**src/rtl/core/asrd_pkg.sv**
```systemverilog
// Package for the audio silence run detector: constants, register indexes,
// queue entry and status types. No dependencies.
`default_nettype none

package asrd_pkg;

    localparam int unsigned POS_W   = 36;
    localparam int unsigned WIN_W   = 14;
    localparam int unsigned PEAK_W  = 16;
    localparam int unsigned STEP_W  = 13;   // (window + previous window) / 4
    localparam int unsigned RUN_W   = 16;
    localparam int unsigned HOLD_W  = 8;
    localparam int unsigned FOUND_W = 11;
    localparam int unsigned CFG_A_W = 3;

    localparam int unsigned IN_DATA_W  = 72;
    localparam int unsigned IN_USER_W  = 2;
    localparam int unsigned OUT_DATA_W = 104;
    localparam int unsigned OUT_USER_W = 1;

    localparam logic [HOLD_W-1:0]  HOLD_SHOT    = 8'd25;
    localparam logic [RUN_W-1:0]   MIN_RUN      = 16'd150;
    localparam logic [FOUND_W-1:0] MAX_SEGMENTS = 11'd1024;

    localparam logic [PEAK_W-1:0] THRESHOLD_RST = 16'd328;
    localparam logic [POS_W-1:0]  START_POS_RST = '0;
    localparam logic [WIN_W-1:0]  START_WIN_RST = '0;
    localparam logic              SKIP_LEAD_RST = 1'b0;

    localparam int unsigned QUEUE_DEPTH = 2;

    typedef enum logic [CFG_A_W-1:0] {
        REG_THRESHOLD      = 3'd0,
        REG_SCAN_LIMIT     = 3'd1,
        REG_MIN_LENGTH     = 3'd2,
        REG_START_POSITION = 3'd3,
        REG_GRANULE_OFFSET = 3'd4,
        REG_SKIP_LEADING   = 3'd5,
        REG_START_WINDOW   = 3'd6
    } cfg_idx_t;

    typedef struct packed {
        logic               we;
        logic [CFG_A_W-1:0] addr;
        logic [POS_W-1:0]   data;
    } cfg_wr_t;

    // One classified item on its way from front to back.
    typedef struct packed {
        logic [STEP_W-1:0] step;
        logic [POS_W-1:0]  page_pos;
        logic              silent;
        logic              ok;
        logic              new_page;
        logic              last;
    } queue_entry_t;

    typedef struct packed {
        logic               done;
        logic               flush;
        logic [FOUND_W-1:0] found;
    } back_status_t;

endpackage

`default_nettype wire

```
**src/rtl/core/asrd_fifo.sv**
```systemverilog
// Short queue between front and back of the silence run detector.
// Depends on asrd_pkg for the queue depth.
`default_nettype none

module asrd_fifo #(
    parameter int unsigned WIDTH = 8
) (
    input  wire logic             clk,
    input  wire logic             rst_n,
    input  wire logic             push,
    input  wire logic [WIDTH-1:0] push_data,
    output logic                  full,
    input  wire logic             pop,
    output logic [WIDTH-1:0]      pop_data,
    output logic                  not_empty
);
    import asrd_pkg::*;

    localparam int unsigned PTR_W = (QUEUE_DEPTH > 1) ? $clog2(QUEUE_DEPTH) : 1;
    localparam int unsigned CNT_W = $clog2(QUEUE_DEPTH + 1);

    logic [WIDTH-1:0] mem_reg [QUEUE_DEPTH];
    logic [PTR_W-1:0] wr_ptr_reg, rd_ptr_reg;
    logic [CNT_W-1:0] count_reg;

    assign full      = (count_reg == CNT_W'(QUEUE_DEPTH));
    assign not_empty = (count_reg != '0);
    assign pop_data  = mem_reg[rd_ptr_reg];

    function automatic logic [PTR_W-1:0] bump(input logic [PTR_W-1:0] p);
        bump = (p == PTR_W'(QUEUE_DEPTH - 1)) ? '0 : p + 1'b1;
    endfunction

    always_ff @(posedge clk or negedge rst_n)
    begin
        if (!rst_n)
        begin
            wr_ptr_reg <= '0;
            rd_ptr_reg <= '0;
            count_reg  <= '0;
        end
        else
        begin
            if (push)
            begin
                wr_ptr_reg <= bump(wr_ptr_reg);
            end
            if (pop)
            begin
                rd_ptr_reg <= bump(rd_ptr_reg);
            end
            if (push && !pop)
            begin
                count_reg <= count_reg + 1'b1;
            end
            else if (pop && !push)
            begin
                count_reg <= count_reg - 1'b1;
            end
        end
    end

    always_ff @(posedge clk)
    begin
        if (push)
        begin
            mem_reg[wr_ptr_reg] <= push_data;
        end
    end

endmodule

`default_nettype wire

```
**src/rtl/core/asrd_front.sv**
```systemverilog
// Front of the silence run detector: accept items, derive the sample step,
// the offset page position and the silence flag. Depends on asrd_pkg.
`default_nettype none

module asrd_front (
    input  wire logic                    clk,
    input  wire logic                    rst_n,
    input  wire asrd_pkg::cfg_wr_t       cfg,
    input  wire logic [15:0]             threshold,
    input  wire logic [35:0]             granule_offset,
    input  wire logic                    in_valid,
    output logic                         in_ready,
    input  wire logic [13:0]             window_size,
    input  wire logic [15:0]             peak_level,
    input  wire logic                    decode_ok,
    input  wire logic                    new_page,
    input  wire logic [35:0]             page_granule,
    input  wire logic                    stream_end,
    input  wire logic                    queue_full,
    output logic                         push,
    output asrd_pkg::queue_entry_t       entry
);
    import asrd_pkg::*;

    logic [WIN_W-1:0] prev_window_reg, prev_window_next;
    logic             started_reg, started_next;
    logic [WIN_W:0]   win_sum;

    assign in_ready = !queue_full;
    assign push     = in_valid && !queue_full;
    assign win_sum  = {1'b0, window_size} + {1'b0, prev_window_reg};

    always_comb
    begin
        entry.step     = win_sum[WIN_W:2];
        entry.page_pos = (page_granule >= granule_offset) ?
                         page_granule - granule_offset : '0;
        entry.silent   = (peak_level <= threshold);
        entry.ok       = decode_ok;
        entry.new_page = new_page;
        entry.last     = stream_end;
    end

    always_comb
    begin
        prev_window_next = prev_window_reg;
        started_next     = started_reg;
        if (push)
        begin
            prev_window_next = window_size;
            started_next     = 1'b1;
        end
        else if (cfg.we && !started_reg && cfg.addr == REG_START_WINDOW)
        begin
            // before the first item the start window also seeds the history
            prev_window_next = cfg.data[WIN_W-1:0];
        end
    end

    always_ff @(posedge clk or negedge rst_n)
    begin
        if (!rst_n)
        begin
            prev_window_reg <= START_WIN_RST;
            started_reg     <= 1'b0;
        end
        else
        begin
            prev_window_reg <= prev_window_next;
            started_reg     <= started_next;
        end
    end

endmodule

`default_nettype wire

```
**src/rtl/core/asrd_back.sv**
```systemverilog
// Back of the silence run detector: position tracking, run and hold logic,
// segment reporting and the output register. Depends on asrd_pkg.
`default_nettype none

module asrd_back (
    input  wire logic                    clk,
    input  wire logic                    rst_n,
    input  wire asrd_pkg::cfg_wr_t       cfg,
    input  wire logic [35:0]             scan_limit,
    input  wire logic [35:0]             min_length,
    input  wire logic                    entry_valid,
    input  wire asrd_pkg::queue_entry_t  entry,
    output logic                         pop,
    output logic                         out_valid,
    input  wire logic                    out_ready,
    output logic                         segment_valid,
    output logic [35:0]                  segment_begin,
    output logic [35:0]                  segment_end,
    output logic [15:0]                  segment_blocks,
    output logic [10:0]                  segments_found,
    output logic                         scan_done,
    output asrd_pkg::back_status_t       status
);
    import asrd_pkg::*;

    logic [POS_W-1:0]   position_reg, position_next;
    logic [POS_W-1:0]   total_reg, total_next;
    logic [POS_W-1:0]   run_begin_reg, run_begin_next;
    logic [POS_W-1:0]   run_end_reg, run_end_next;
    logic [RUN_W-1:0]   run_count_reg, run_count_next;
    logic [HOLD_W-1:0]  hold_reg, hold_next;
    logic               leading_reg, leading_next;
    logic               flush_reg, flush_next;
    logic [FOUND_W-1:0] found_reg, found_next;
    logic               done_reg, done_next;
    logic               eos_reg, eos_next;
    logic               started_reg, started_next;

    logic               out_valid_reg;
    logic               seg_valid_reg, seg_valid_next;
    logic [POS_W-1:0]   seg_begin_reg, seg_begin_next;
    logic [POS_W-1:0]   seg_end_reg, seg_end_next;
    logic [RUN_W-1:0]   seg_blocks_reg, seg_blocks_next;

    logic               active;
    logic [POS_W-1:0]   pos_base;
    logic [POS_W:0]     pos_sum, total_sum;
    logic [POS_W-1:0]   pos_sat, pos_new;
    logic               long_run, close_run, report;
    logic [HOLD_W-1:0]  hold_after;
    logic [HOLD_W:0]    hold_grow;

    assign pop = entry_valid && (!out_valid_reg || out_ready);

    assign out_valid      = out_valid_reg;
    assign segment_valid  = seg_valid_reg;
    assign segment_begin  = seg_begin_reg;
    assign segment_end    = seg_end_reg;
    assign segment_blocks = seg_blocks_reg;
    assign segments_found = found_reg;
    assign scan_done      = done_reg;

    assign status.done  = done_reg;
    assign status.flush = flush_reg;
    assign status.found = found_reg;

    // the first new page after the last page stops the scan
    assign active = !done_reg && !(eos_reg && entry.new_page);

    assign pos_base  = (entry.new_page && position_reg == '0) ? entry.page_pos
                                                              : position_reg;
    assign pos_sum   = {1'b0, pos_base} + (POS_W+1)'(entry.step);
    assign pos_sat   = pos_sum[POS_W] ? '1 : pos_sum[POS_W-1:0];
    assign pos_new   = (pos_sat > entry.page_pos) ? entry.page_pos : pos_sat;
    assign total_sum = {1'b0, total_reg} + (POS_W+1)'(entry.step);

    assign long_run   = (run_count_reg > MIN_RUN);
    assign close_run  = long_run && (flush_reg || hold_reg == '0);
    assign report     = close_run && (run_end_reg >= run_begin_reg) &&
                        ((run_end_reg - run_begin_reg) >= min_length);
    assign hold_after = close_run ? HOLD_SHOT : hold_reg;
    assign hold_grow  = {1'b0, hold_reg} + (HOLD_W+1)'(2);

    always_comb
    begin
        position_next   = position_reg;
        total_next      = total_reg;
        run_begin_next  = run_begin_reg;
        run_end_next    = run_end_reg;
        run_count_next  = run_count_reg;
        hold_next       = hold_reg;
        leading_next    = leading_reg;
        flush_next      = flush_reg;
        found_next      = found_reg;
        done_next       = done_reg;
        eos_next        = eos_reg;
        started_next    = started_reg;
        seg_valid_next  = 1'b0;
        seg_begin_next  = '0;
        seg_end_next    = '0;
        seg_blocks_next = '0;

        if (pop)
        begin
            started_next = 1'b1;
            if (!active)
            begin
                done_next = 1'b1;
            end
            else
            begin
                eos_next      = eos_reg || entry.last;
                position_next = pos_new;
                total_next    = total_sum[POS_W] ? '1 : total_sum[POS_W-1:0];

                if (entry.ok)
                begin
                    if (!flush_reg && entry.silent)
                    begin
                        // extend the run
                        if (run_count_reg == '0)
                        begin
                            run_begin_next = pos_new;
                        end
                        if (!leading_reg && run_count_reg != '1)
                        begin
                            run_count_next = run_count_reg + 1'b1;
                        end
                        if (hold_reg < HOLD_SHOT)
                        begin
                            hold_next = hold_grow[HOLD_W] ? '1 : hold_grow[HOLD_W-1:0];
                        end
                        run_end_next = pos_new;
                    end
                    else
                    begin
                        if (close_run)
                        begin
                            if (report)
                            begin
                                seg_valid_next  = 1'b1;
                                seg_begin_next  = run_begin_reg;
                                seg_end_next    = run_end_reg;
                                seg_blocks_next = run_count_reg;
                                found_next      = found_reg + 1'b1;
                            end
                            run_count_next = '0;
                            hold_next      = HOLD_SHOT;
                        end
                        else if (!long_run)
                        begin
                            run_count_next = '0;
                        end

                        if (flush_reg)
                        begin
                            done_next = 1'b1;
                        end
                        else
                        begin
                            if (leading_reg && hold_after == '0)
                            begin
                                leading_next = 1'b0;
                            end
                            if (hold_after != '0)
                            begin
                                hold_next = hold_after - 1'b1;
                            end
                        end
                    end
                end

                if (!done_next)
                begin
                    if (scan_limit != '0 && total_next > scan_limit)
                    begin
                        flush_next = 1'b1;
                    end
                    if (found_next >= MAX_SEGMENTS)
                    begin
                        done_next = 1'b1;
                    end
                end
            end
        end
        else if (cfg.we && !started_reg)
        begin
            // before the first item the start registers also seed the state
            if (cfg.addr == REG_START_POSITION)
            begin
                position_next  = cfg.data;
                run_begin_next = cfg.data;
                run_end_next   = cfg.data;
            end
            if (cfg.addr == REG_SKIP_LEADING)
            begin
                leading_next = cfg.data[0];
            end
        end
    end

    always_ff @(posedge clk or negedge rst_n)
    begin
        if (!rst_n)
        begin
            position_reg  <= START_POS_RST;
            total_reg     <= '0;
            run_begin_reg <= START_POS_RST;
            run_end_reg   <= START_POS_RST;
            run_count_reg <= '0;
            hold_reg      <= HOLD_SHOT;
            leading_reg   <= SKIP_LEAD_RST;
            flush_reg     <= 1'b0;
            found_reg     <= '0;
            done_reg      <= 1'b0;
            eos_reg       <= 1'b0;
            started_reg   <= 1'b0;
            out_valid_reg <= 1'b0;
        end
        else
        begin
            position_reg  <= position_next;
            total_reg     <= total_next;
            run_begin_reg <= run_begin_next;
            run_end_reg   <= run_end_next;
            run_count_reg <= run_count_next;
            hold_reg      <= hold_next;
            leading_reg   <= leading_next;
            flush_reg     <= flush_next;
            found_reg     <= found_next;
            done_reg      <= done_next;
            eos_reg       <= eos_next;
            started_reg   <= started_next;
            if (pop)
            begin
                out_valid_reg <= 1'b1;
            end
            else if (out_ready)
            begin
                out_valid_reg <= 1'b0;
            end
        end
    end

    always_ff @(posedge clk)
    begin
        if (pop)
        begin
            seg_valid_reg  <= seg_valid_next;
            seg_begin_reg  <= seg_begin_next;
            seg_end_reg    <= seg_end_next;
            seg_blocks_reg <= seg_blocks_next;
        end
    end

endmodule

`default_nettype wire

```
**src/rtl/core/audio_silence_run_detector.sv**
```systemverilog
// Top level of the audio silence run detector: configuration registers,
// front, queue and back. Depends on asrd_pkg, asrd_front, asrd_fifo, asrd_back.
//
//  channel  dir  handshake           payload
//  s_*      in   s_tvalid/s_tready   tdata: window, peak, granule; tuser: ok, new page;
//                                    tlast: stream end
//  m_*      out  m_tvalid/m_tready   tdata: begin, end, blocks, found; tuser: segment;
//                                    tlast: scan done
//  cfg_*    in   cfg_we              cfg_addr register index, cfg_data value
//
// One item per cycle while m_tready keeps the output moving; each accepted item
// yields one result, registered through the queue and then the back's output register.
// The back's combinational state update (position add, clamp, run compares)
// sets that rate. Reset is asynchronous and returns the control state to its
// reset values; queue storage and the segment output registers are not reset.
// A stalled output fills the two-entry queue, then drops s_tready.
`default_nettype none

module audio_silence_run_detector (
    input  wire logic         clk,
    input  wire logic         rst_n,
    input  wire logic         s_tvalid,
    output logic              s_tready,
    // [13:0] window_size, [29:14] peak_level, [65:30] page_granule, rest zero
    input  wire logic [71:0]  s_tdata,
    // [0] decode_ok, [1] new_page
    input  wire logic [1:0]   s_tuser,
    input  wire logic         s_tlast,
    output logic              m_tvalid,
    input  wire logic         m_tready,
    // [35:0] segment_begin, [71:36] segment_end, [87:72] segment_blocks,
    // [98:88] segments_found, rest zero
    output logic [103:0]      m_tdata,
    // [0] segment_valid
    output logic [0:0]        m_tuser,
    output logic              m_tlast,
    input  wire logic         cfg_we,
    input  wire logic [2:0]   cfg_addr,
    input  wire logic [35:0]  cfg_data
);
    import asrd_pkg::*;

    logic [PEAK_W-1:0] threshold_reg;
    logic [POS_W-1:0]  scan_limit_reg;
    logic [POS_W-1:0]  min_length_reg;
    logic [POS_W-1:0]  granule_offset_reg;

    cfg_wr_t       cfg;
    queue_entry_t  front_entry, back_entry;
    back_status_t  status;
    logic          push, queue_full, pop, queue_valid;

    logic [POS_W-1:0]   seg_begin, seg_end;
    logic [RUN_W-1:0]   seg_blocks;
    logic [FOUND_W-1:0] seg_found;

    assign cfg.we   = cfg_we;
    assign cfg.addr = cfg_addr;
    assign cfg.data = cfg_data;

    // Hold the registers the datapath reads. Start position, skip-leading and
    // start window only seed state, so front and back take them off the port.
    always_ff @(posedge clk or negedge rst_n)
    begin
        if (!rst_n)
        begin
            threshold_reg      <= THRESHOLD_RST;
            scan_limit_reg     <= '0;
            min_length_reg     <= '0;
            granule_offset_reg <= '0;
        end
        else if (cfg_we)
        begin
            unique case (cfg_idx_t'(cfg_addr))
                REG_THRESHOLD:      threshold_reg      <= cfg_data[PEAK_W-1:0];
                REG_SCAN_LIMIT:     scan_limit_reg     <= cfg_data;
                REG_MIN_LENGTH:     min_length_reg     <= cfg_data;
                REG_GRANULE_OFFSET: granule_offset_reg <= cfg_data;
                default:            ;
            endcase
        end
    end

    // Front: classify each item as it arrives.
    asrd_front u_front (
        .clk            (clk),
        .rst_n          (rst_n),
        .cfg            (cfg),
        .threshold      (threshold_reg),
        .granule_offset (granule_offset_reg),
        .in_valid       (s_tvalid),
        .in_ready       (s_tready),
        .window_size    (s_tdata[13:0]),
        .peak_level     (s_tdata[29:14]),
        .decode_ok      (s_tuser[0]),
        .new_page       (s_tuser[1]),
        .page_granule   (s_tdata[65:30]),
        .stream_end     (s_tlast),
        .queue_full     (queue_full),
        .push           (push),
        .entry          (front_entry)
    );

    // Queue: decouple front from back so output stalls do not ripple at once.
    asrd_fifo #(
        .WIDTH ($bits(queue_entry_t))
    ) u_fifo (
        .clk       (clk),
        .rst_n     (rst_n),
        .push      (push),
        .push_data (front_entry),
        .full      (queue_full),
        .pop       (pop),
        .pop_data  (back_entry),
        .not_empty (queue_valid)
    );

    // Back: advance position and run state, register the result.
    asrd_back u_back (
        .clk            (clk),
        .rst_n          (rst_n),
        .cfg            (cfg),
        .scan_limit     (scan_limit_reg),
        .min_length     (min_length_reg),
        .entry_valid    (queue_valid),
        .entry          (back_entry),
        .pop            (pop),
        .out_valid      (m_tvalid),
        .out_ready      (m_tready),
        .segment_valid  (m_tuser[0]),
        .segment_begin  (seg_begin),
        .segment_end    (seg_end),
        .segment_blocks (seg_blocks),
        .segments_found (seg_found),
        .scan_done      (m_tlast),
        .status         (status)
    );

    assign m_tdata = {5'b0, seg_found, seg_blocks, seg_end, seg_begin};

    // Once stopped, the scan stays stopped.
    a_done_sticky : assert property (@(posedge clk) disable iff (!rst_n)
        status.done |=> status.done)
        else $error("scan restarted after stop");

    // Flush never clears once raised.
    a_flush_sticky : assert property (@(posedge clk) disable iff (!rst_n)
        status.flush |=> status.flush)
        else $error("flush dropped");

    // A reported segment never runs backwards.
    a_seg_order : assert property (@(posedge clk) disable iff (!rst_n)
        (m_tvalid && m_tuser[0]) |-> (seg_end >= seg_begin))
        else $error("segment end before begin");

    // The segment count never passes the cap.
    a_found_cap : assert property (@(posedge clk) disable iff (!rst_n)
        status.found <= MAX_SEGMENTS)
        else $error("segment count above cap");

endmodule

`default_nettype wire
```
**config.mk**
```make
export PLATFORM = sky130hd
export DESIGN_NAME = audio_silence_run_detector
export DESIGN_NICKNAME = d
export VERILOG_FILES = /design/src/rtl/core/asrd_pkg.sv /design/src/rtl/core/asrd_fifo.sv /design/src/rtl/core/asrd_front.sv /design/src/rtl/core/asrd_back.sv /design/src/rtl/core/audio_silence_run_detector.sv
export SDC_FILE = /design/constraint.sdc
export NUM_CORES = 1
export LEC_CHECK = 0
export ABC_AREA = 1
export BUFFER_PORTS_ARGS = -buffer_cell sky130_fd_sc_hd__clkbuf_2
export CAP_MARGIN = 20
export CELL_PAD_IN_SITES_DETAIL_PLACEMENT = 0
export CELL_PAD_IN_SITES_GLOBAL_PLACEMENT = 1
export CORE_AREA = 2 2 258 324
export DETAILED_ROUTE_END_ITERATION = 10
export DIE_AREA = 0 0 260 326
export PLACE_DENSITY = 0.7
export SYNTH_ARGS = -nofsm -noshare
export SYNTH_HDL_FRONTEND = slang
export SYNTH_SLANG_ARGS = --single-unit
```
**constraint.sdc**
```tcl
create_clock -name clk -period 6.8 [get_ports clk]
set_clock_uncertainty 0.2 [all_clocks]
set_input_delay 1.36 -clock clk [delete_from_list [all_inputs] [get_ports clk]]
set_output_delay 1.36 -clock clk [all_outputs]
set_load 0.02 [all_outputs]
```
==> results by group, run 1 <==
Synth
  • Mapped Area: 32500 um^2
  • Async SR Flop Fraction: about 63%
  • Top_reg_cell synth: dfrtp_1
  • #FFs+latches synth: 523
  • EDFF count, synth: between 150 and 200
  • Avg Cell Area, Syn: 8.00 um^2
  • Top cells by count, synth: nand2_1 (1139), inv_1 (516), nor2_1 (387)
  • Post-Syn Instances: 4065
  • Seq/Total Area, Yosys: between 40% and 50%
  • Yosys top cell by area: dfrtp_1
  • Post-synth top area share: 24.8%
  • Synth warnings: 0
  • Synth unique cells: 63
  • Top cells by area, synth: dfrtp_1 (25%), edfxtp_1 (18%), nand2_1 (13%), ha_1 (9.4%), inv_1 (6.0%)
  • Most frequent cell after synthesis: nand2_1

CTS
  • Clock Tree Root: clkbuf_16
  • CTS Buf Count: 55
  • H-tree levels: 2
  • CTS sink count: about 520
  • Clk pin slew, worst setup/hold paths: 70 ps
  • CTS tree: yes
  • Clk Latency, worst-skew pair: approximately 640 ps
  • Clock Path Buffers: 3

Drt
  • Highest Signal Layer: met4
  • DR pass1 iterations: 5
  • Iter 0 DRT Violations: between 1500 and 2000
  • Met3 wire length: around 4800 um
  • Vias per cell: 4.94
  • Post-route ant nets: 0
  • Post-DR wirelength/cell: 18.5 um
  • Aggregate routed wire length: around 100000 um
  • Drt drc: 0
  • Routed via count: between 20000 and 30000
  • Met2 WL post-DR: around 47000 um
  • Routed length on met1: about 46000 um

GRT
  • Overall routing resource usage: around a quarter
  • Congestion Overflow GR: 0
  • Initial antenna violation count: 7
  • Global-route wire length before repair: around 150000 um
  • Number of global-route vias before repair: between 20000 and 30000
  • Pin count of the biggest net entering global routing: 100

Timing
  • Hold Slack: 276 ps
  • Minimum clock period: a little over 6000 ps
  • Final TNS setup: 0 ps
  • Max-slew headroom: about a third
  • Unrepaired setup endpoints after global routing: false
  • Hold Vio Cnt, Final: 0
  • Fin crit share: around nine tenths
  • Slew Limit Fails: 0
  • Tightest Pin Transition: 979 ps
  • Fmax: ~160 MHz
  • Final count of negative-setup-slack endpoints: 0

Worst setup path
  • Worst path slowest cell: dfrtp_1
  • RR Endpoint: u_back.position_reg[33]
  • Crit path from: u_back.position_reg[34]
  • CP endpoint kind: flop
  • Crit path arrival time: roughly 6500 ps
  • Crit path to: u_back.position_reg[33]
  • Reg2Reg Setup Slack: between 500 and 600 ps
  • Reg2reg path depth: 35
  • Critical path class: flop to flop
  • Peak per-stage delay on the critical path: about 440 ps
  • Startpoint Class: flop
  • RR Startpoint: u_back.position_reg[34]
  • Worst Path Required: 7130 ps
  • Crit Path Max Fanout: 21
  • Most frequent cell on the critical path: nand2_1

Floorplanning
  • Die W: between 200 and 300 um
  • Starting Density: 39.7%
  • Die Area: between 80000 and 90000 um^2
  • Cell row count: between 100 and 150
  • I/O pins: approximately 230
  • Die Y: 326 um
  • Core area: roughly 80000 um^2

Finish
  • Layout area overhead: 13.6%
  • Layout cells sized above 1: a little over a tenth
  • Layout Nets: between 4000 and 5000
  • Non-Filler Instances: between 5000 and 6000
  • Fill count: 8393
  • Largest register FFs: 106
  • Fin util: 45.1%

Run status
  • Status: finished, final reports clean

Hold path
  • Worst hold-check path type: flop to flop

Placement
  • Placed cell count: about 5300
  • Port Buf Inserts: roughly 220
  • HPWL Detailed: 77800 um
  • RD Place Congestion: 0.915

Pwr
  • Worst IR Drop VDD: between 0.2 and 0.25 mV
  • Pwr dens: 453 nW/um^2
  • Pleak: 0.0179 uW

Run
  • Max-Cap Viols: 0
## area by class of cell
class                           count  area (um^2)  share of cell area [%]
Sequential cell                   523        14100                    38.1
Antenna cell                        3         7.51                  0.0203
Timing Repair Buffer              263         1550                    4.21
Clock inverter                     25          338                   0.915
Tap cell                         1080         1350                    3.66
Inverter                          527         1980                    5.36
Multi-Input combinational cell   2909        16000                    43.4
Clock buffer                       79         1590                    4.30
## worst min path at each step
stage,slack (ps),to,start,cells after the start
final,280,u_back.run_begin_reg[19],u_back.run_begin_reg[19],2
after floorplan,240,u_front.started_reg,u_front.started_reg,1
after global placement,260,u_fifo.count_reg[0],u_fifo.count_reg[0],1
after detailed placement,270,u_back.run_begin_reg[9],u_back.run_begin_reg[9],2
after global routing,290,u_back.run_begin_reg[26],u_back.run_begin_reg[26],2
after CTS,280,u_back.run_begin_reg[9],u_back.run_begin_reg[9],2
## per-stage QoR
stage | setup slack, ps | total power, uW | instance area [um^2]
3_5_place_dp | 532 | 13600 | 35000
3_3_place_gp | 589 | 13500 | 35000
5_1_grt | 8.51 | 18200 | 36900
2_1_floorplan | 978 | 10900 | 32500
6_report | 593 | 16700 | 36900
4_1_cts | 512 | 16800 | 36900
## metal layers
metal  GRT usage (%)  vias up
met2            39.6      564
met1            32.9    12389
met5               0        -
met3            2.51       85
met4            5.46        0
li1                -    13702
## power breakdown
group	switching, uW	internal [uW]	total, uW
clock	1330	1860	3190
sequential	507	4340	4850
combinational	5680	3000	8680
## layout by cell type (no fill, tap or decap), drive strengths merged, types with 5 or more instances in the layout
cell | Yosys | layout
buf | 26 | 49
clkbuf | 84 | 293
conb | 1 | 5
a21boi | 8 | 8
inv | 524 | 526
nand3b | 6 | 6
xor2 | 83 | 83
dfrtp | 322 | 322
or2 | 16 | 16
o211ai | 23 | 23
a21o | 19 | 19
dfstp | 6 | 6
o221ai | 5 | 5
o21bai | 36 | 36
nor4 | 31 | 31
nand2 | 1156 | 1156
mux2i | 31 | 31
o21a | 17 | 17
clkinv | 3 | 16
ha | 243 | 243
a21oi | 209 | 209
bufinv | 0 | 6
nor2 | 398 | 398
nand3 | 116 | 116
o31ai | 8 | 8
edfxtp | 195 | 195
a31oi | 14 | 14
xnor2 | 55 | 55
nor3 | 51 | 51
o21ai | 292 | 292
nand4 | 59 | 59
a211oi | 5 | 5
## worst max-delay path: cells and delay by family, from the launching register on
kind            cells  cell delay [ps]
compound gates      6             1430
flops               1              440
buf+inv             4              630
simple gates       23             2720
fa+ha+maj           2              650
## logic make-up (layout without fill, tap and decap cells)
group | after synthesis | in the layout | share of synthesized area, %
buffers and inverters | 637 | 894 | 7.55
other | 1 | 8 | 0.0115
adders and majority gates | 247 | 247 | 9.60
xor gates and xnor gates | 138 | 138 | 3.72
and+or+nand+nor | 1841 | 1841 | 23.4
DFF | 523 | 523 | 43.3
AOI/OAI and AO/OA | 647 | 647 | 11.5
muxes | 31 | 31 | 0.955
## repair_timing
action                                  in CTS  in global routing
gates resized for setup                      0                  1
hold buffers                                 0                  0
endpoints found under the setup margin       0                  1
setup buffers                                0                  0
Note: power is estimated with default switching activity, not from simulation.
==> run 2, diff against run 1 <==
==> constraint.sdc (replaced) <==
create_clock -name clk -period 6.1 [get_ports clk]
set_clock_uncertainty 0.2 [all_clocks]
set_input_delay 1.22 -clock clk [delete_from_list [all_inputs] [get_ports clk]]
set_output_delay 1.22 -clock clk [all_outputs]
set_load 0.02 [all_outputs]
==> run 2 against run 1 <==
Setup slack got worse by 180 ps; count of clock-buffer cells in the layout decreased by 1; critical endpoint is now u_back.run_begin_reg[6]; register-to-register slack got worse by 180 ps; first-iteration DRC count decreased by 4.4%; sequential cell count unchanged; sequential share of layout area decreased by 1.0 points; largest power group unchanged; combinational power increased by 19%; sequential power increased by 11%.
==> results by group, run 2 (synthesized netlist as in run 1, its figures left out) <==
Run status
  • Status: finished, final reports clean

Finish
  • Non-Filler Instances: 5530 (+2.2%)
  • Most common library cell in the layout ignoring fill and taps: nand2_1
  • Layout area overhead: 16.8%
  • Fill count: 8346 (-0.56%)
  • Largest register FFs: 106 (unchanged)
  • Most frequent cells in the layout: nand2_1 (1132), inv_1 (514), nor2_1 (384), dfrtp_1 (318), o21ai_0 (269)
  • Layout cells sized above 1: 13.2% (+2.7 points)
  • Design area: 38000 um^2 (+2.8%)
  • Fin util: 46.3% (+1.3 points)
  • Layout Nets: 4766 (+2.6%)

GRT
  • Pin count of the biggest net entering global routing: 103 (+3.0%)
  • Congestion Overflow GR: 0 (unchanged)
  • Number of global-route vias before repair: 26754 (+2.4%)
  • Global-route wire length before repair: 156000 um (+1.1%)
  • Initial antenna violation count: 8 (+1)
  • Overall routing resource usage: 24.0% (+0.32 points)

Floorplanning
  • Core area: 81900 um^2 (unchanged)
  • Die Y: 326 um (unchanged)
  • Die Area: 84800 um^2 (unchanged)
  • Die W: 260 um (unchanged)
  • Cell row count: 118 (unchanged)
  • I/O pins: 227 (unchanged)
  • Starting Density: 39.7% (unchanged)

Drt
  • Drt drc: 0 (unchanged)
  • Post-DR wirelength/cell: 18.3 um (-0.65%)
  • Routed via count: 27374 (+2.4%)
  • Aggregate routed wire length: 101000 um (+1.6%)
  • Vias per cell: 4.95 (+0.13%)
  • Iter 0 DRT Violations: 1904 (-4.4%)
  • DR pass1 iterations: 7 (+2)
  • Post-route ant nets: 0 (unchanged)

CTS
  • Clock Tree Root: clkbuf_16
  • Clk Latency, worst-skew pair: 660 ps (+20 ps)
  • CTS Hold Bufs: 0 (unchanged)
  • CTS tree: yes
  • CTS Buf Count: 56 (+1.8%)
  • H-tree levels: 2 (unchanged)
  • Clock Path Buffers: 3 (unchanged)
  • CTS sink count: 523 (unchanged)
  • Clk pin slew, worst setup/hold paths: 60 ps (about the same)

Placement
  • Setup WS pre-CTS: 24.7 ps (-508 ps)
  • Placed cell count: 5416 (+2.2%)
  • Area after DPL: 35800 um^2 (+2.4%)
  • RD Place Congestion: 0.902 (-1.4%)
  • Port Buf Inserts: 215 (unchanged)
  • HPWL Detailed: 79600 um (+2.3%)

Worst setup path
  • Peak per-stage delay on the critical path: 410 ps (-30 ps)
  • Startpoint Class: flop
  • CP endpoint kind: flop
  • Critical path class: flop to flop
  • Worst path slowest cell: dfrtp_1
  • Top Family by Delay on Critical Path: simple AND/OR/NAND/NOR gates
  • Crit Path Max Fanout: 21 (unchanged)
  • Crit path arrival time: 6060 ps (-480 ps)
  • Worst path bufs/invs: 8 (+4)
  • Most frequent cell on the critical path: nand2_1
  • Reg2Reg Setup Slack: 410 ps (-180 ps)
  • Worst Path Required: 6470 ps (-660 ps)

Timing
  • Tightest Pin Transition: 938 ps (-40.5 ps)
  • Fmax: 176 MHz (+9.1%)
  • Final worst slack: 411 ps (-182 ps)
  • Hold Vio Cnt, Final: 0 (unchanged)
  • Max-slew headroom: 37.4% (+2.8 points)
  • Fin crit share: 93.3% (+2.0 points)
  • Final count of negative-setup-slack endpoints: 0 (unchanged)
  • Minimum clock period: 5690 ps (-518 ps)
  • Slew Limit Fails: 0 (unchanged)

Hold path
  • Worst hold-check path type: flop to flop

Pwr
  • Pleak: 0.0185 uW (+3.3%)
  • Pwr dens: 510 nW/um^2 (+13%)
  • Worst IR Drop VDD: 0.250 mV (+8.4%)

Run
  • Max-Cap Viols: 0 (unchanged)
## run 2: power by group
| part | total [uW] | switching (uW) | internal, uW |
|---|---|---|---|
| sequential | 5390 | 556 | 4840 |
| combinational | 10300 | 6490 | 3850 |
| clock | 3630 | 1510 | 2120 |
## run 2: cell type report
class	instances	area, um^2	share of cell area [%]
Sequential cell	523	14100	37.1
Multi-Input combinational cell	2909	16100	42.4
Antenna cell	2	5.00	0.0132
Inverter	527	1980	5.21
Clock buffer	78	1620	4.27
Tap cell	1080	1350	3.56
Timing Repair Buffer	383	2470	6.50
Clock inverter	28	349	0.920
## run 2: what timing repair did
action | in CTS | in global routing
setup endpoints to repair | 21 | 189
hold endpoints to repair | 0 | 0
cloned | 0 | 0
setup buffers | 0 | 6
gates resized for setup | 1 | 28
pin swaps | 0 | 5
## run 2: worst paths after layout
check                      cells past startpoint                startpoint                       end
setup / recovery                              39    u_back.position_reg[5]   u_back.run_begin_reg[6]
hold / removal                                 2  u_back.run_begin_reg[26]  u_back.run_begin_reg[26]
setup reg to reg                              39    u_back.position_reg[5]   u_back.run_begin_reg[6]
hold reg to reg                                2  u_back.run_begin_reg[26]  u_back.run_begin_reg[26]
max in group asynchronous                      2                     rst_n  u_back.run_begin_reg[29]
min in group asynchronous                      1                     rst_n         threshold_reg[10]
## run 2: worst min-delay path, delay by kind of cell, from the launching register on
kind	cells	cell delay, ps
AND/OR/NAND/NOR	2	100
flip-flops	1	340
## run 2: per-stage QoR
step	hold slack (ps)	setup TNS [ps]	power, uW
2_1_floorplan	241	0	12200
6_report	276	0	19400
5_1_grt	294	-5.97	21000
3_5_place_dp	265	0	15700
3_3_place_gp	261	0	15600
4_1_cts	279	0	19400
## run 2: metal layers
layer  GRT usage (%)  share of wire [%]  vias up
met3            2.54                4.1      109
met1            32.9                 46    12748
met2            40.8                 48      568
met4            5.37                2.1        0
li1                -                  -    13949
met5               0                  0        -
==> run 3, diff against run 2 <==
--- a/config.mk
+++ b/config.mk
@@ -10,10 +10,11 @@
 export CAP_MARGIN = 20
 export CELL_PAD_IN_SITES_DETAIL_PLACEMENT = 0
 export CELL_PAD_IN_SITES_GLOBAL_PLACEMENT = 1
-export CORE_AREA = 2 2 258 324
+export CORE_AREA = 2 2 266 333
 export DETAILED_ROUTE_END_ITERATION = 10
-export DIE_AREA = 0 0 260 326
+export DIE_AREA = 0 0 268 335
 export PLACE_DENSITY = 0.7
 export SYNTH_ARGS = -nofsm -noshare
 export SYNTH_HDL_FRONTEND = slang
+export SYNTH_HIERARCHICAL = 1
 export SYNTH_SLANG_ARGS = --single-unit
==> run 3 against run 2 <==
Power grew 19%; sequential power up 6.1%; cell count grew 7.1%; clock power is 3% higher; utilization decreased by 0.38 points; first-iteration DRC count decreased by 6.3%; via count is 7.5% higher; maximum frequency shrank 3.3%; sequential share of layout area shrank 1.8 points; setup slack got worse by 200 ps; largest cell class unchanged.
==> results by group, run 3 <==
Timing
  • Unrepaired setup endpoints after global routing: true
  • Final TNS setup: 0 ps (unchanged)
  • Max-slew headroom: 33.3% (-4.1 points)
  • Fmax: 170 MHz (-3.3%)
  • Minimum clock period: 5880 ps (+195 ps)
  • Fin crit share: 96.5% (+3.2 points)
  • Tightest Pin Transition: 1000 ps (+61.4 ps)
  • Slew Limit Fails: 0 (unchanged)
  • Hold Vio Cnt, Final: 0 (unchanged)
  • Hold Slack: 260 ps (-16.0 ps)
  • Final worst slack: 216 ps (-195 ps)
  • Final count of negative-setup-slack endpoints: 0 (unchanged)

Placement
  • HPWL Detailed: 82000 um (+3.0%)
  • Setup WS pre-CTS: -227 ps (-252 ps)
  • Port Buf Inserts: 215 (unchanged)
  • RD Place Congestion: 0.920 (+1.9%)

CTS
  • Clk pin slew, worst setup/hold paths: 60 ps (about the same)
  • Clock Tree Root: clkbuf_16
  • Clock Path Buffers: 3 (unchanged)
  • CTS Hold Bufs: 0 (unchanged)
  • CTS sink count: 523 (unchanged)
  • CTS Buf Count: 57 (+1.8%)
  • CTS tree: yes
  • H-tree levels: 2 (unchanged)
  • Clk Latency, worst-skew pair: 660 ps (about the same)

Floorplanning
  • Core area: 86700 um^2 (+5.9%)
  • Die Y: 335 um (+2.8%)
  • Die Area: 89800 um^2 (+5.9%)
  • I/O pins: 227 (unchanged)
  • Starting Density: 39.5% (-0.16 points)
  • Cell row count: 121 (+2.5%)
  • Die W: 268 um (+3.1%)

Finish
  • Most common library cell in the layout ignoring fill and taps: nand2_1
  • FF+latch area: 14100 um^2 (unchanged)
  • Multi-input gate area: 17600 um^2 (+9.5%)
  • Layout area overhead: 16.3%
  • Layout cells sized above 1: 15.1% (+1.9 points)
  • Layout Nets: 5070 (+6.4%)
  • Fill count: 8829 (+5.8%)
  • Most frequent cells in the layout: nand2_1 (1316), inv_1 (587), nor2_1 (358), dfrtp_1 (320), nand3_1 (287)
  • Largest register FFs: 106 (unchanged)

Drt
  • Drt drc: 0 (unchanged)
  • Met2 WL post-DR: 51800 um (+6.7%)
  • Met3 wire length: 3930 um (-6.5%)
  • Routed length on met1: 48800 um (+5.1%)
  • Highest Signal Layer: met4
  • Iter 0 DRT Violations: 1784 (-6.3%)
  • Routed via count: 29433 (+7.5%)
  • Aggregate routed wire length: 107000 um (+5.7%)
  • Post-route ant nets: 0 (unchanged)
  • DR pass1 iterations: 6 (-1)
  • Vias per cell: 4.97 (+0.39%)
  • Post-DR wirelength/cell: 18.1 um (-1.3%)

GRT
  • Pin count of the biggest net entering global routing: 102 (-0.97%)
  • Global-route wire length before repair: 164000 um (+5.4%)
  • Initial antenna violation count: 7 (-1)
  • Overall routing resource usage: 23.7% (-0.34 points)
  • Number of global-route vias before repair: 28819 (+7.7%)
  • Congestion Overflow GR: 0 (unchanged)

Synth
  • Synth warnings: 6 (+6)
  • Avg Cell Area, Syn: 7.79 um^2 (-2.6%)
  • Post-Syn Instances: 4402 (+8.3%)
  • Mapped Area: 34300 um^2 (+5.4%)

Pwr
  • Pwr dens: 579 nW/um^2 (+13%)
  • Worst IR Drop VDD: 0.236 mV (-5.6%)
  • Pleak: 0.0200 uW (+7.9%)

Worst setup path
  • Crit path arrival time: 6210 ps (+150 ps)
  • Peak per-stage delay on the critical path: 480 ps (+70 ps)
  • Startpoint Class: flop
  • Critical path class: flop to flop
  • Worst Path Required: 6430 ps (-40 ps)
  • Crit Path Max Fanout: 8 (-62%)
  • Most frequent cell on the critical path: nand2_1
  • CP endpoint kind: flop
  • Worst path slowest cell: dfrtp_4

Hold path
  • Worst hold-check path type: flop to flop

Run status
  • Status: finished, final reports clean

Run
  • Max-Cap Viols: 0 (unchanged)
run 3: path summary, 6_finish.rpt:
kind	startpoint	end	slack, ps	depth (start not counted)
max	u_fifo/rd_ptr_reg	u_back/run_end_reg[19]	220	37
min	u_back/started_reg	u_back/started_reg	260	2
max reg2reg	u_fifo/rd_ptr_reg	u_back/run_end_reg[19]	220	37
min reg2reg	u_back/started_reg	u_back/started_reg	260	2
max in group asynchronous	rst_n	u_back/run_count_reg[8]	4070	2
min in group asynchronous	rst_n	u_front/prev_window_reg[6]	340	1
run 3: per-layer routing:
metal | vias to the layer above | GRT usage, %
met3 | 140 | 2.23
met2 | 619 | 40.8
li1 | 14882 | -
met4 | 0 | 5.48
met1 | 13792 | 32.0
met5 | - | 0
run 3: area by class of cell:
cell class	instances	share of cell area (%)
Multi-Input combinational cell	3161	44.3
Sequential cell	523	35.3
Timing Repair Buffer	358	5.99
Inverter	603	5.71
Clock buffer	72	3.87
Tap cell	1168	3.67
Clock inverter	36	1.18
Antenna cell	2	0.0126
run 3: metrics by stage:
| step | utilization, % | instance area (um^2) | cells | power [uW] |
|---|---|---|---|---|
| after global routing | 45.9 | 39900 | 5921 | 25200 |
| after floorplan | - | 34300 | 4406 | 14600 |
| final | 45.9 | 39900 | 5923 | 23100 |
| after detailed placement | 42.8 | 37100 | 5794 | 18700 |
| after global placement | 42.8 | 37100 | 5794 | 18600 |
| after CTS | 45.1 | 39200 | 5902 | 22600 |
run 3: what timing repair did:
action                     in CTS  in global routing
resized for setup               9                114
gates cloned                    0                  7
setup endpoints to repair     108                185
setup buffers                   0                 11
pin swaps                       1                 35
run 3: where the power goes:
part	total, uW	switching, uW	leakage (uW)	internal [uW]
logic	13600	8450	0.0130	5170
registers	5720	678	0.00599	5040
clock network	3730	1540	0.000959	2190
run 3: critical path: cells and delay by family, from the launching register on:
family | cells | cell delay, ps
and+or+nand+nor | 19 | 1970
buffers and inverters | 9 | 1340
AOI/OAI and AO/OA | 6 | 830
adders and majority gates | 2 | 550
DFF | 1 | 480
muxes | 1 | 370
